--- src/rtl/assert_macros.svh ---
// Assertion macros shared by the profiler RTL
`ifndef ASSERT_MACROS_SVH
`define ASSERT_MACROS_SVH

// check an implication on every clock edge outside reset
`define ASSERT_IMPLY(label, clk, rst, cond, prop, msg) \
   label: assert property (@(posedge clk) disable iff (rst) (cond) |-> (prop)) \
      else $error(msg);

// check an implication on the following clock edge outside reset
`define ASSERT_NEXT(label, clk, rst, cond, prop, msg) \
   label: assert property (@(posedge clk) disable iff (rst) (cond) |=> (prop)) \
      else $error(msg);

`endif

--- src/rtl/rtap_pkg.sv ---
// Package for the rotate-then-advance trapezoid profiler: types, constants
`timescale 1ns / 1ps
package rtap_pkg;

   localparam int FRAC_BITS_DEF = 16;
   localparam logic [30:0] DEF_TURN_RESET = 31'd65536;
   localparam logic [30:0] DEF_SPEED_RESET = 31'd19661;
   localparam logic [30:0] MAX31 = 31'h7FFF_FFFF;

   localparam logic [1:0] OP_PLAN = 2'd0;
   localparam logic [1:0] OP_TICK = 2'd1;
   localparam logic [1:0] OP_CANCEL = 2'd2;
   localparam logic [1:0] OP_RESTART = 2'd3;

   localparam logic [1:0] PH_IDLE = 2'd0;
   localparam logic [1:0] PH_ROT = 2'd1;
   localparam logic [1:0] PH_ADV = 2'd2;
   localparam logic [1:0] PH_DONE = 2'd3;

   localparam logic CSR_TURN = 1'b0;
   localparam logic CSR_SPEED = 1'b1;

   typedef struct packed {
      logic [1:0] opcode;
      logic signed [31:0] turn_angle;
      logic signed [31:0] distance;
      logic signed [31:0] turn_peak;
      logic signed [31:0] speed_peak;
      logic [30:0] time_step;
   } req_type;

   typedef struct packed {
      logic signed [31:0] linear_speed;
      logic signed [31:0] turn_rate;
      logic [1:0] phase;
   } rsp_type;

   typedef struct packed {
      logic start;
      logic busy;
      logic done;
   } div_ctl_type;

endpackage

--- src/rtl/rtap_div.sv ---
// Bit-serial restoring divider: one quotient bit per cycle
`timescale 1ns / 1ps
module rtap_div import rtap_pkg::*; #(
   parameter int NUM_W = 64,
   parameter int DEN_W = 33
) (
   input logic clock,
   input logic reset,
   input logic start,
   input logic [NUM_W-1:0] numer,
   input logic [DEN_W-1:0] denom,
   output div_ctl_type ctl,
   output logic [NUM_W-1:0] quot
);

   localparam int CNT_W = $clog2(NUM_W + 1);

   logic [NUM_W-1:0] q_ff, q_in;
   logic [DEN_W:0] r_ff, r_in;
   logic [DEN_W-1:0] d_ff, d_in;
   logic [CNT_W-1:0] cnt_ff, cnt_in;
   logic busy_ff, busy_in, done_ff, done_in;
   logic [DEN_W:0] shifted;

   always_comb begin
      q_in = q_ff;
      r_in = r_ff;
      d_in = d_ff;
      cnt_in = cnt_ff;
      busy_in = busy_ff;
      done_in = 1'b0;
      shifted = {r_ff[DEN_W-1:0], q_ff[NUM_W-1]};
      if (start) begin
         q_in = numer;
         r_in = '0;
         d_in = denom;
         cnt_in = CNT_W'(NUM_W);
         busy_in = 1'b1;
      end else if (busy_ff) begin
         if (shifted >= {1'b0, d_ff}) begin
            r_in = shifted - {1'b0, d_ff};
            q_in = {q_ff[NUM_W-2:0], 1'b1};
         end else begin
            r_in = shifted;
            q_in = {q_ff[NUM_W-2:0], 1'b0};
         end
         cnt_in = cnt_ff - 1'b1;
         if (cnt_ff == CNT_W'(1)) begin
            busy_in = 1'b0;
            done_in = 1'b1;
         end
      end
   end

   always_ff @(posedge clock) begin
      q_ff <= q_in;
      r_ff <= r_in;
      d_ff <= d_in;
      cnt_ff <= cnt_in;
      if (reset) begin
         busy_ff <= 1'b0;
         done_ff <= 1'b0;
      end else begin
         busy_ff <= busy_in;
         done_ff <= done_in;
      end
   end

   assign quot = q_ff;
   assign ctl = '{start: start, busy: busy_ff, done: done_ff};

endmodule

--- src/rtl/rtap_mul.sv ---
// Shift-and-add multiplier: one multiplier bit per cycle
`timescale 1ns / 1ps
module rtap_mul import rtap_pkg::*; (
   input logic clock,
   input logic reset,
   input logic start,
   input logic [30:0] mcand,
   input logic [31:0] mplier,
   output div_ctl_type ctl,
   output logic [62:0] prod
);

   logic [62:0] acc_ff, acc_in;
   logic [62:0] a_ff, a_in;
   logic [31:0] b_ff, b_in;
   logic [5:0] cnt_ff, cnt_in;
   logic busy_ff, busy_in, done_ff, done_in;

   always_comb begin
      acc_in = acc_ff;
      a_in = a_ff;
      b_in = b_ff;
      cnt_in = cnt_ff;
      busy_in = busy_ff;
      done_in = 1'b0;
      if (start) begin
         acc_in = '0;
         a_in = {32'd0, mcand};
         b_in = mplier;
         cnt_in = 6'd32;
         busy_in = 1'b1;
      end else if (busy_ff) begin
         if (b_ff[0]) acc_in = acc_ff + a_ff;
         a_in = {a_ff[61:0], 1'b0};
         b_in = {1'b0, b_ff[31:1]};
         cnt_in = cnt_ff - 1'b1;
         if (cnt_ff == 6'd1) begin
            busy_in = 1'b0;
            done_in = 1'b1;
         end
      end
   end

   always_ff @(posedge clock) begin
      acc_ff <= acc_in;
      a_ff <= a_in;
      b_ff <= b_in;
      cnt_ff <= cnt_in;
      if (reset) begin
         busy_ff <= 1'b0;
         done_ff <= 1'b0;
      end else begin
         busy_ff <= busy_in;
         done_ff <= done_in;
      end
   end

   assign prod = acc_ff;
   assign ctl = '{start: start, busy: busy_ff, done: done_ff};

endmodule

--- src/rtl/rotate_then_advance_trapezoid_profiler.sv ---
// Rotate-then-advance trapezoid profiler: one transaction in, one result out.
// A plan runs two serial divisions of the durations. A tick on a ramp runs a serial
// divide for the ramp end point, a serial multiply, then a serial divide. A tick in
// the flat part runs only the serial divide for the ramp end point. A tick that ends
// a phase, a tick at zero elapsed time, a tick while idle or done, cancel and
// restart use neither the divider nor the multiplier. One transaction is in work at
// a time; the result register frees the input side as soon as the result is loaded.
`timescale 1ns / 1ps
`include "assert_macros.svh"
module rotate_then_advance_trapezoid_profiler import rtap_pkg::*; #(
   parameter int FRAC_BITS = FRAC_BITS_DEF
) (
   input logic clock,
   input logic reset,
   input logic req_valid,
   output logic req_stall,
   input req_type req_data,
   output logic rsp_valid,
   input logic rsp_stall,
   output rsp_type rsp_data,
   input logic csr_write,
   input logic csr_index,
   input logic [30:0] csr_wdata
);

   typedef enum logic [3:0] {
      S_IDLE, S_PL_TURN, S_PL_TURN_W, S_PL_MOVE, S_PL_MOVE_W, S_PL_END,
      S_TK, S_TK_T1, S_TK_T1_W, S_TK_MUL_W, S_TK_DIV_W, S_OUT
   } state_type;

   state_type state_ff;
   req_type req_ff;
   logic [30:0] dflt_turn_ff, dflt_speed_ff;
   logic [1:0] phase_ff;
   logic [30:0] elapsed_ff, tdur_ff, tpeak_ff, mdur_ff, mpeak_ff;
   logic tneg_ff, tnz_ff, mneg_ff, mnz_ff;
   logic signed [31:0] speed_ff, rate_ff;
   logic [30:0] t1_ff;
   logic up_ff;
   logic rsp_valid_ff;
   rsp_type rsp_ff;

   logic div_start, mul_start;
   logic [63:0] div_num, div_q;
   logic [32:0] div_den;
   logic [30:0] mul_a;
   logic [31:0] mul_b;
   logic [62:0] mul_p;
   div_ctl_type div_ctl, mul_ctl;

   rtap_div #(.NUM_W(64), .DEN_W(33)) u_div (
      .clock, .reset, .start(div_start), .numer(div_num), .denom(div_den),
      .ctl(div_ctl), .quot(div_q)
   );

   rtap_mul u_mul (
      .clock, .reset, .start(mul_start), .mcand(mul_a), .mplier(mul_b),
      .ctl(mul_ctl), .prod(mul_p)
   );

   logic [31:0] tmag, mmag;
   logic [30:0] tpk_sel, mpk_sel;
   logic in_rot;
   logic [30:0] cur_dur, cur_peak, tdn, seg_up, seg_dn;
   logic [31:0] t_sum;
   logic [30:0] t_now;

   assign tmag = req_ff.turn_angle[31] ? 32'(-req_ff.turn_angle) : req_ff.turn_angle;
   assign mmag = req_ff.distance[31] ? 32'(-req_ff.distance) : req_ff.distance;
   assign tpk_sel = (!req_ff.turn_peak[31] && req_ff.turn_peak != 0) ?
                    req_ff.turn_peak[30:0] : dflt_turn_ff;
   assign mpk_sel = (!req_ff.speed_peak[31] && req_ff.speed_peak != 0) ?
                    req_ff.speed_peak[30:0] : dflt_speed_ff;
   assign in_rot = (phase_ff == PH_ROT);
   assign cur_dur = in_rot ? tdur_ff : mdur_ff;
   assign cur_peak = in_rot ? tpeak_ff : mpeak_ff;
   assign t_sum = {1'b0, elapsed_ff} + {1'b0, req_ff.time_step};
   assign t_now = t_sum[31] ? MAX31 : t_sum[30:0];
   assign seg_up = t1_ff;
   assign seg_dn = cur_dur - {t1_ff[29:0], 1'b0};
   assign tdn = cur_dur - elapsed_ff;

   always_comb begin
      div_start = 1'b0;
      div_num = '0;
      div_den = '0;
      mul_start = 1'b0;
      mul_a = cur_peak;
      mul_b = (elapsed_ff < div_q[30:0]) ? {1'b0, elapsed_ff} : {1'b0, tdn};
      unique case (state_ff)
         S_PL_TURN: begin
            div_start = 1'b1;
            div_num = 64'((({2'b0, tmag} + {1'b0, tmag, 1'b0}) << FRAC_BITS));
            div_den = {1'b0, tpk_sel, 1'b0};
         end
         S_PL_MOVE: begin
            div_start = 1'b1;
            div_num = 64'((({2'b0, mmag} + {1'b0, mmag, 1'b0}) << FRAC_BITS));
            div_den = {1'b0, mpk_sel, 1'b0};
         end
         S_TK_T1: begin
            div_start = 1'b1;
            div_num = {33'd0, cur_dur};
            div_den = 33'd3;
         end
         S_TK_MUL_W: begin
            div_start = mul_ctl.done;
            div_num = {1'b0, mul_p};
            div_den = up_ff ? {2'b0, seg_up} : {2'b0, seg_dn};
         end
         default: ;
      endcase
      if (state_ff == S_TK_T1_W && div_ctl.done) mul_start = 1'b1;
   end

   assign req_stall = (state_ff != S_IDLE);

   function automatic logic [30:0] sat31(input logic [63:0] q);
      sat31 = (q[63:31] != 0) ? MAX31 : q[30:0];
   endfunction

   always_ff @(posedge clock) begin
      if (reset) begin
         state_ff <= S_IDLE;
         dflt_turn_ff <= DEF_TURN_RESET;
         dflt_speed_ff <= DEF_SPEED_RESET;
         phase_ff <= PH_IDLE;
         elapsed_ff <= '0;
         tdur_ff <= '0;
         tpeak_ff <= '0;
         mdur_ff <= '0;
         mpeak_ff <= '0;
         tneg_ff <= 1'b0;
         tnz_ff <= 1'b0;
         mneg_ff <= 1'b0;
         mnz_ff <= 1'b0;
         speed_ff <= '0;
         rate_ff <= '0;
         rsp_valid_ff <= 1'b0;
         t1_ff <= '0;
         up_ff <= 1'b0;
      end else begin
         if (csr_write) begin
            unique case (csr_index)
               CSR_TURN: dflt_turn_ff <= csr_wdata;
               CSR_SPEED: dflt_speed_ff <= csr_wdata;
               default: ;
            endcase
         end
         if (rsp_valid_ff && !rsp_stall && state_ff != S_OUT) rsp_valid_ff <= 1'b0;
         unique case (state_ff)
            S_IDLE: begin
               if (req_valid) begin
                  req_ff <= req_data;
                  unique case (req_data.opcode)
                     OP_PLAN: state_ff <= S_PL_TURN;
                     OP_TICK: state_ff <= S_TK;
                     OP_CANCEL: begin
                        phase_ff <= PH_DONE;
                        speed_ff <= '0;
                        rate_ff <= '0;
                        state_ff <= S_OUT;
                     end
                     default: begin
                        if (phase_ff == PH_ROT || phase_ff == PH_ADV) elapsed_ff <= '0;
                        state_ff <= S_OUT;
                     end
                  endcase
               end
            end
            S_PL_TURN: begin
               tneg_ff <= req_ff.turn_angle[31];
               tnz_ff <= (tmag != 0);
               tpeak_ff <= (tmag == 0 || tpk_sel == 0) ? '0 : tpk_sel;
               state_ff <= S_PL_TURN_W;
            end
            S_PL_TURN_W: if (div_ctl.done) begin
               tdur_ff <= (tpeak_ff == 0) ? '0 : sat31(div_q);
               state_ff <= S_PL_MOVE;
            end
            S_PL_MOVE: begin
               mneg_ff <= req_ff.distance[31];
               mnz_ff <= (mmag != 0);
               mpeak_ff <= (mmag == 0 || mpk_sel == 0) ? '0 : mpk_sel;
               state_ff <= S_PL_MOVE_W;
            end
            S_PL_MOVE_W: if (div_ctl.done) begin
               mdur_ff <= (mpeak_ff == 0) ? '0 : sat31(div_q);
               state_ff <= S_PL_END;
            end
            S_PL_END: begin
               elapsed_ff <= '0;
               if (tnz_ff) phase_ff <= PH_ROT;
               else if (mnz_ff) phase_ff <= PH_ADV;
               else begin
                  phase_ff <= PH_DONE;
                  speed_ff <= '0;
                  rate_ff <= '0;
               end
               state_ff <= S_OUT;
            end
            S_TK: begin
               if (phase_ff == PH_ROT || phase_ff == PH_ADV) begin
                  elapsed_ff <= t_now;
                  if (t_now >= cur_dur || cur_peak == 0) begin
                     speed_ff <= '0;
                     rate_ff <= '0;
                     if (in_rot && mnz_ff) begin
                        phase_ff <= PH_ADV;
                        elapsed_ff <= '0;
                     end else if (t_now >= cur_dur) phase_ff <= PH_DONE;
                     state_ff <= S_OUT;
                  end else if (t_now == 0) begin
                     speed_ff <= '0;
                     rate_ff <= '0;
                     state_ff <= S_OUT;
                  end else state_ff <= S_TK_T1;
               end else state_ff <= S_OUT;
            end
            S_TK_T1: state_ff <= S_TK_T1_W;
            S_TK_T1_W: if (div_ctl.done) begin
               t1_ff <= div_q[30:0];
               up_ff <= (elapsed_ff < div_q[30:0]);
               if (elapsed_ff >= div_q[30:0] && elapsed_ff < {div_q[29:0], 1'b0}) begin
                  if (in_rot) begin
                     rate_ff <= tneg_ff ? -$signed({1'b0, cur_peak}) : {1'b0, cur_peak};
                     speed_ff <= '0;
                  end else begin
                     speed_ff <= mneg_ff ? -$signed({1'b0, cur_peak}) : {1'b0, cur_peak};
                     rate_ff <= '0;
                  end
                  state_ff <= S_OUT;
               end else state_ff <= S_TK_MUL_W;
            end
            S_TK_MUL_W: if (mul_ctl.done) state_ff <= S_TK_DIV_W;
            S_TK_DIV_W: if (div_ctl.done) begin
               if (in_rot) begin
                  rate_ff <= tneg_ff ? -$signed({1'b0, div_q[30:0]}) : {1'b0, div_q[30:0]};
                  speed_ff <= '0;
               end else begin
                  speed_ff <= mneg_ff ? -$signed({1'b0, div_q[30:0]}) : {1'b0, div_q[30:0]};
                  rate_ff <= '0;
               end
               state_ff <= S_OUT;
            end
            S_OUT: begin
               if (!rsp_valid_ff || !rsp_stall) begin
                  rsp_valid_ff <= 1'b1;
                  rsp_ff <= '{linear_speed: speed_ff, turn_rate: rate_ff, phase: phase_ff};
                  state_ff <= S_IDLE;
               end
            end
            default: state_ff <= S_IDLE;
         endcase
      end
   end

   assign rsp_valid = rsp_valid_ff;
   assign rsp_data = rsp_ff;

   `ASSERT_IMPLY(a_stall_busy, clock, reset, state_ff != S_IDLE, req_stall, "busy without stall")
   `ASSERT_NEXT(a_accept_work, clock, reset, req_valid && !req_stall, state_ff != S_IDLE,
      "accepted transaction not in work")
   `ASSERT_IMPLY(a_idle_zero, clock, reset, rsp_valid && (rsp_data.phase == PH_IDLE ||
      rsp_data.phase == PH_DONE), rsp_data.linear_speed == 0 && rsp_data.turn_rate == 0,
      "nonzero output while idle or done")

endmodule

--- config.mk ---
export PLATFORM = sky130hd
export DESIGN_NAME = rotate_then_advance_trapezoid_profiler
export DESIGN_NICKNAME = d
export VERILOG_FILES = /design/src/rtl/rtap_pkg.sv /design/src/rtl/rtap_div.sv /design/src/rtl/rtap_mul.sv /design/src/rtl/rotate_then_advance_trapezoid_profiler.sv
export VERILOG_INCLUDE_DIRS = /design/src /design/src/rtl
export SDC_FILE = /design/constraint.sdc
export NUM_CORES = 2
export LEC_CHECK = 0
export BUFFER_PORTS_ARGS = -buffer_cell sky130_fd_sc_hd__buf_2
export CAP_MARGIN = 20
export CORE_UTILIZATION = 35
export CTS_CLUSTER_SIZE = 20
export DETAILED_ROUTE_END_ITERATION = 12
export GPL_ROUTABILITY_DRIVEN = 0
export SETUP_SLACK_MARGIN = 0.15
export SYNTH_ARGS = -nofsm -noshare
export SYNTH_HDL_FRONTEND = slang
export SYNTH_SLANG_ARGS = --single-unit
--- constraint.sdc ---
create_clock -name clock -period 28.3 [get_ports clock]
set_input_delay 1.415 -clock clock [delete_from_list [all_inputs] [get_ports clock]]
set_output_delay 1.415 -clock clock [all_outputs]
set_load 0.01 [all_outputs]
# --- Word level (Yosys, flattened, before mapping) ---
# Cells that the tools add are included.
totals:
  ff_bits: 854
  out_inout_bits: 68
  input_bits: 198
op_classes:
  add_sub_neg: 13
  n_reduce_logical: 52
  n_lt_le_gt_ge: 5
  n_eq_ne: 35
  bitwise_logic: 4
  muxes: 89
ops:
  columns: ["cell", "count"]
  rows:
  - ["$mux W32", 25]
  - ["$mux W31", 20]
  - ["$pmux W32 S5", 2]
  - ["$pmux W63 S4", 1]
  - ["$logic_not A31 Y1", 6]
  - ["$mux W64", 2]
  - ["$pmux W32 S4", 1]
  - ["$reduce_bool A32 Y1", 4]
  - ["$pmux W31 S3", 1]
  - ["$add A32 B33 Y34", 2]
  - ["$logic_not A32 Y1", 2]
  - ["$neg A31 Y32", 2]
  - ["$neg A32 Y32", 2]
  - ["$add A63 B63 Y63", 1]
  - ["$ge A31 B31 Y1", 2]
  - ["$lt A31 B31 Y1", 2]
  - ["$sub A31 B31 Y31", 2]
  - ["$pmux W4 S12", 1]
  - ["$mux W4", 10]
  - ["$ge A34 B33 Y1", 1]
  - ["$mux W33", 1]
  - ["$reduce_bool A33 Y1", 1]
  - ["$sub A33 B33 Y33", 1]
  - ["$add A31 B31 Y32", 1]
  - ["36 further kinds", 105]

# --- Depth between registers and ports, before layout ---
logic_depth:
  ltp_word: 8
  mapped_depth: 25
  ltp_nobuf: 22

# --- Hierarchy ---
# Synthesis repeated with hierarchy kept, for this count alone.
unflattened:
  cells_unflattened: 6217
  hier_area_um2: 54702.5
by_module_without_submodules:
  columns: ["module", "area_each_um2", "instances", "cells_per_inst", "seq_area_each_um2"]
  rows:
  - ["rotate_then_advance_trapezoid_profiler", 37120.6, 1, 4452, 13242.7]
  - ["rtap_mul", 10000.8, 1, 1086, 3953.8]
  - ["rtap_div", 7581.0, 1, 679, 3753.6]

# --- Worst setup path before layout ---
# No wires, ideal clock.
synth_path:
  path_kind: "input port to flip-flop"
  startpoint: "in reset"
  endpoint: "reg req_ff[0] in the netlist's numbering, enable pin"
  stages: 3
  arrival_ps: 13305
  setup_time_ps: 905
  setup_slack_ps: 14090
  path_buffers: 2
  cell_sequence: "clkbuf_1 clkbuf_1 nor3b_1"
synth_between:
  elab_chain_cells: 2
synth_lines:
  columns: ["element", "line_no", "source"]
  rows:
  - ["start, declared", "rotate_then_advance_trapezoid_profiler.sv:14", "input logic reset,"]
  - ["$not A1 Y1 (no line)", null, null]
  - ["$reduce_and A3 Y1 (no line)", null, null]
  - ["end signal, assigned", "rotate_then_advance_trapezoid_profiler.sv:154", "req_ff <= req_data;"]
  - ["end, declared", "rotate_then_advance_trapezoid_profiler.sv:32", "req_type req_ff;"]
# Every way passes these cells.
# A chain may end at the register's enable or synchronous reset.

# --- Worst setup path in the final report ---
layout_path:
  startpoint: "reg elapsed_ff[4]"
  endpoint: "reg speed_ff[28]"
layout_between:
  elab_chain_cells: 7
  word_cells_on_any_way: 14
layout_lines:
  columns: ["element", "line_no", "source"]
  rows:
  - ["start, declared", "rotate_then_advance_trapezoid_profiler.sv:35", "logic [30:0] elapsed_ff, tdur_ff, tpeak_ff, mdur_ff, mpeak_ff;"]
  - ["start signal, assigned", "rotate_then_advance_trapezoid_profiler.sv:204", "elapsed_ff <= t_now;"]
  - ["$add A31 B31 Y32", "rotate_then_advance_trapezoid_profiler.sv:77", "assign t_sum = {1'b0, elapsed_ff} + {1'b0, req_ff.time_step};"]
  - ["$mux W31", "rotate_then_advance_trapezoid_profiler.sv:78", "assign t_now = t_sum[31] ? MAX31 : t_sum[30:0];"]
  - ["$ge A31 B31 Y1", "rotate_then_advance_trapezoid_profiler.sv:205", "if (t_now >= cur_dur || cur_peak == 0) begin"]
  - ["$logic_or A1 B1 Y1", "rotate_then_advance_trapezoid_profiler.sv:205", null]
  - ["$mux W32", "rotate_then_advance_trapezoid_profiler.sv:205", null]
  - ["$mux W32", "rotate_then_advance_trapezoid_profiler.sv:203", "if (phase_ff == PH_ROT || phase_ff == PH_ADV) begin"]
  - ["$pmux W32 S5", "rotate_then_advance_trapezoid_profiler.sv:151", "unique case (state_ff)"]
  - ["end signal, assigned", "rotate_then_advance_trapezoid_profiler.sv:229", "speed_ff <= mneg_ff ? -$signed({1'b0, cur_peak}) : {1'b0, cur_peak};"]
  - ["end signal, assigned", "rotate_then_advance_trapezoid_profiler.sv:241", "speed_ff <= mneg_ff ? -$signed({1'b0, div_q[30:0]}) : {1'b0, div_q[30:0]};"]
  - ["end, declared", "rotate_then_advance_trapezoid_profiler.sv:37", "logic signed [31:0] speed_ff, rate_ff;"]
# Parallel ways exist; a longest one is shown, timed or not. The select of a mux whose other input is x is not followed.

==> impl_metrics.json <==
{
  "grt_pass1_wl_microns": 271000,
  "fin_skew_ns": 0.0417,
  "relSlewSlack_pct": 22.5,
  "wl_met2_microns": 80800,
  "dr_wl_met3_microns": 14400,
  "antenna_found_initial": 8,
  "utilization_pct": 39.8,
  "die_w_microns": 394,
  "drt_wl_total_microns": 181000,
  "clk_latency_ns": 0.75,
  "synth_ff_type": "dfxtp_1",
  "hold_buffers": 0,
  "synth_nets": 6798,
  "mostFrequentLayoutCell": "nand2_1",
  "path_max_fanout": 50,
  "layout.nets": 6922,
  "setup_viol": 0,
  "root_buffer": "clkbuf_16",
  "post_cts_buffers": 0,
  "drive_gt1_share_pct": 9.45,
  "hold_viol": 0,
  "fmax_mhz": 150,
  "grt_max_degree": 92,
  "worst_slew_pin_slew_ns": 1.15,
  "initial_utilization_pct": 35.3,
  "numPortBuffers": 265,
  "rsz0062_at_grt": "false",
  "async_flop_share_pct": 0,
  "viasPerCell": 5.60,
  "cp-end-kind": "flop",
  "synthTopCellsByArea": "edfxtp_1 (21%), dfxtp_1 (17%), ha_1 (8.8%)",
  "clock-sinks": 852,
  "globalRouteOverflowTotal": 0,
  "core.rowCount": 143,
  "crit_type": "flop to flop",
  "clockBufferDepth": 3,
  "cap_viol_max_count": 0,
  "area_growth_pct": 12.6,
  "cp.required_ns": 28.90,
  "ys_seq_elements": 852,
  "period_share_pct": 23.5,
  "synth_edf_count": 383,
  "syn-cell-area_sq_um": 53800,
  "synth_seq_area_share_pct": 38.8,
  "drt_iter0_markers": 4774,
  "avgSynthCellArea_sq_um": 8.66,
  "setup_tns_ns": 0,
  "cts_tree": "yes",
  "cp.arrival_ns": 7.26,
  "die_h_microns": 394,
  "drt-pass1-iter-count": 9,
  "post_cts_resized": 0,
  "dp_slack_ns": 21.78,
  "most-common-layout-cells": "nand2_1 (736), a21oi_1 (613), nor2_1 (597), dfxtp_1 (465), edfxtp_1 (383)",
  "drtAntennaViolNets": 0,
  "p_leak_uw": 0.0243,
  "yosys.cell_types.count": 87,
  "vias": 47400,
  "track_usage_pct": 22.4,
  "syn_inst": 6215,
  "grt_pass1_vias": 43800,
  "drc": 0,
  "p_per_area_nw_per_um2": 84.3,
  "min_path_type": "flop to flop",
  "core_area_sq_um": 152000,
  "holdWs_ns": 0.420,
  "dp_hpwl_microns": 137000,
  "crit_path_start_kind": "flop",
  "status": "finished, final reports clean",
  "die_area_sq_um": 155000,
  "met1_length_microns": 77800,
  "pin_count": 266,
  "synth_top_cell_by_area": "edfxtp_1",
  "clk_pin_slew_ns": 0.06,
  "worst_slack_ns": 21.64,
  "ctsHtreeMaxLevel": 3,
  "min_period_ns": 6.66,
  "wl_per_cell_microns": 21.4,
  "yosysTopAreaCellShare_pct": 21.4,
  "cts_buffers": 99,
  "ir_drop_mv": 0.0702,
  "top_layer": "met5",
  "yosysWarnings": 0,
  "drv_slew": 0
}
==> report_power, final <==
group / leakage, uW / internal (uW) / total, uW / switching [uW]
clock: 0.00161 / 767 / 1330 / 560
sequential: 0.00735 / 1500 / 1680 / 185
combinational: 0.0154 / 761 / 2100 / 1340
==> stage by stage <==
stage / power (uW) / std cells / area, sq um
final: 5110 / 8456 / 60600
after global routing: 5370 / 8454 / 60600
after CTS: 5090 / 8452 / 60600
after detailed placement: 3750 / 8266 / 57200
after global placement: 3720 / 8266 / 57200
after floorplan: 3100 / 6215 / 53800
==> worst max-delay path, cell delays in order (launching register included) <==
cell	delay (ns)
dfxtp_1	0.44
ha_1	0.37
a21oi_1	0.32
o22ai_1	0.21
o21a_1	0.22
o2111ai_1	0.36
nand2_1	0.13
a21oi_1	0.14
buf_4	0.29
nand2_1	0.22
ha_1	0.34
and4_1	0.20
a311oi_1	0.27
a21oi_1	0.15
o211ai_1	0.27
a211o_1	0.21
nand3_1	0.25
a31o_1	0.33
o21ai_4	0.55
buf_4	0.76
mux2_2	0.41
==> metal layers <==
layer | global-route usage, % | vias to the layer above
met2 | 35.4 | 1861
met4 | 9.37 | 6
met1 | 29.7 | 22500
met5 | 0 | -
li1 | - | 22600
met3 | 4.41 | 397
==> cell type report <==
cell class | instances | area [sq um]
fillers | 15200 | 91700
multi-input cells | 4742 | 30800
flip-flops and latches | 852 | 20900
clock buffers | 127 | 2680
well taps | 2030 | 2540
repair buffers | 337 | 1880
inverters | 307 | 1150
clock inverters | 59 | 656
diodes | 2 | 5.00
==> synthesized netlist by cell type (41+ instances only) <==
cell type and count:
nor2b_1 47, nand2b_1 121, a211oi_1 53, inv_1 305, a221oi_1 44, mux2i_1 230
a21oi_1 613, a31oi_1 42, nand3_1 90, dfxtp_1 469, ha_1 378, xor2_1 92
nand2_1 740, o22ai_1 71, o21a_1 45, xnor2_1 268, o21bai_1 41, nor2_1 599
a21o_1 149, o21ai_0 340, a22oi_1 48, clkbuf_1 261, edfxtp_1 383, nor4_1 68
nand4_1 69, nor3_1 102
==> cell families after synthesis <==
logic type                 count (synthesis)  synth area share [%]
buffers and inverters                    621                  4.38
xor gates and xnor gates                 360                  5.86
muxes                                    269                  5.09
and+or+nand+nor                         2034                  17.3
AOI/OAI and AO/OA                       1694                  19.5
adders and majority gates                385                  9.05
DFF                                      852                  38.8
==> sequential cells by signal, indices dropped and copies added (netlist names), 32 cells and up <==
signal	flops
u_div.r_ff	33
rate_ff	32
u_mul.prod	63
u_div.d_ff	32
speed_ff	32
u_mul.a_ff	63
rsp_data	66
req_ff	159
u_div.quot	64
==> path summary, 6_finish.rpt <==
kind | slack [ns] | endpoint | start | depth (start not counted)
worst min-delay path | 0.42 | rsp_data[58]$_DFFE_PP_ | speed_ff[24]$_SDFFE_PP0P_ | 0
worst min register to register | 0.42 | rsp_data[58]$_DFFE_PP_ | speed_ff[24]$_SDFFE_PP0P_ | 0
worst max-delay path | 21.64 | speed_ff[28]$_SDFFE_PP0P_ | elapsed_ff[4]$_SDFFE_PP0P_ | 20
worst max register to register | 21.64 | speed_ff[28]$_SDFFE_PP0P_ | elapsed_ff[4]$_SDFFE_PP0P_ | 20
(Power assumes the default switching activity.)
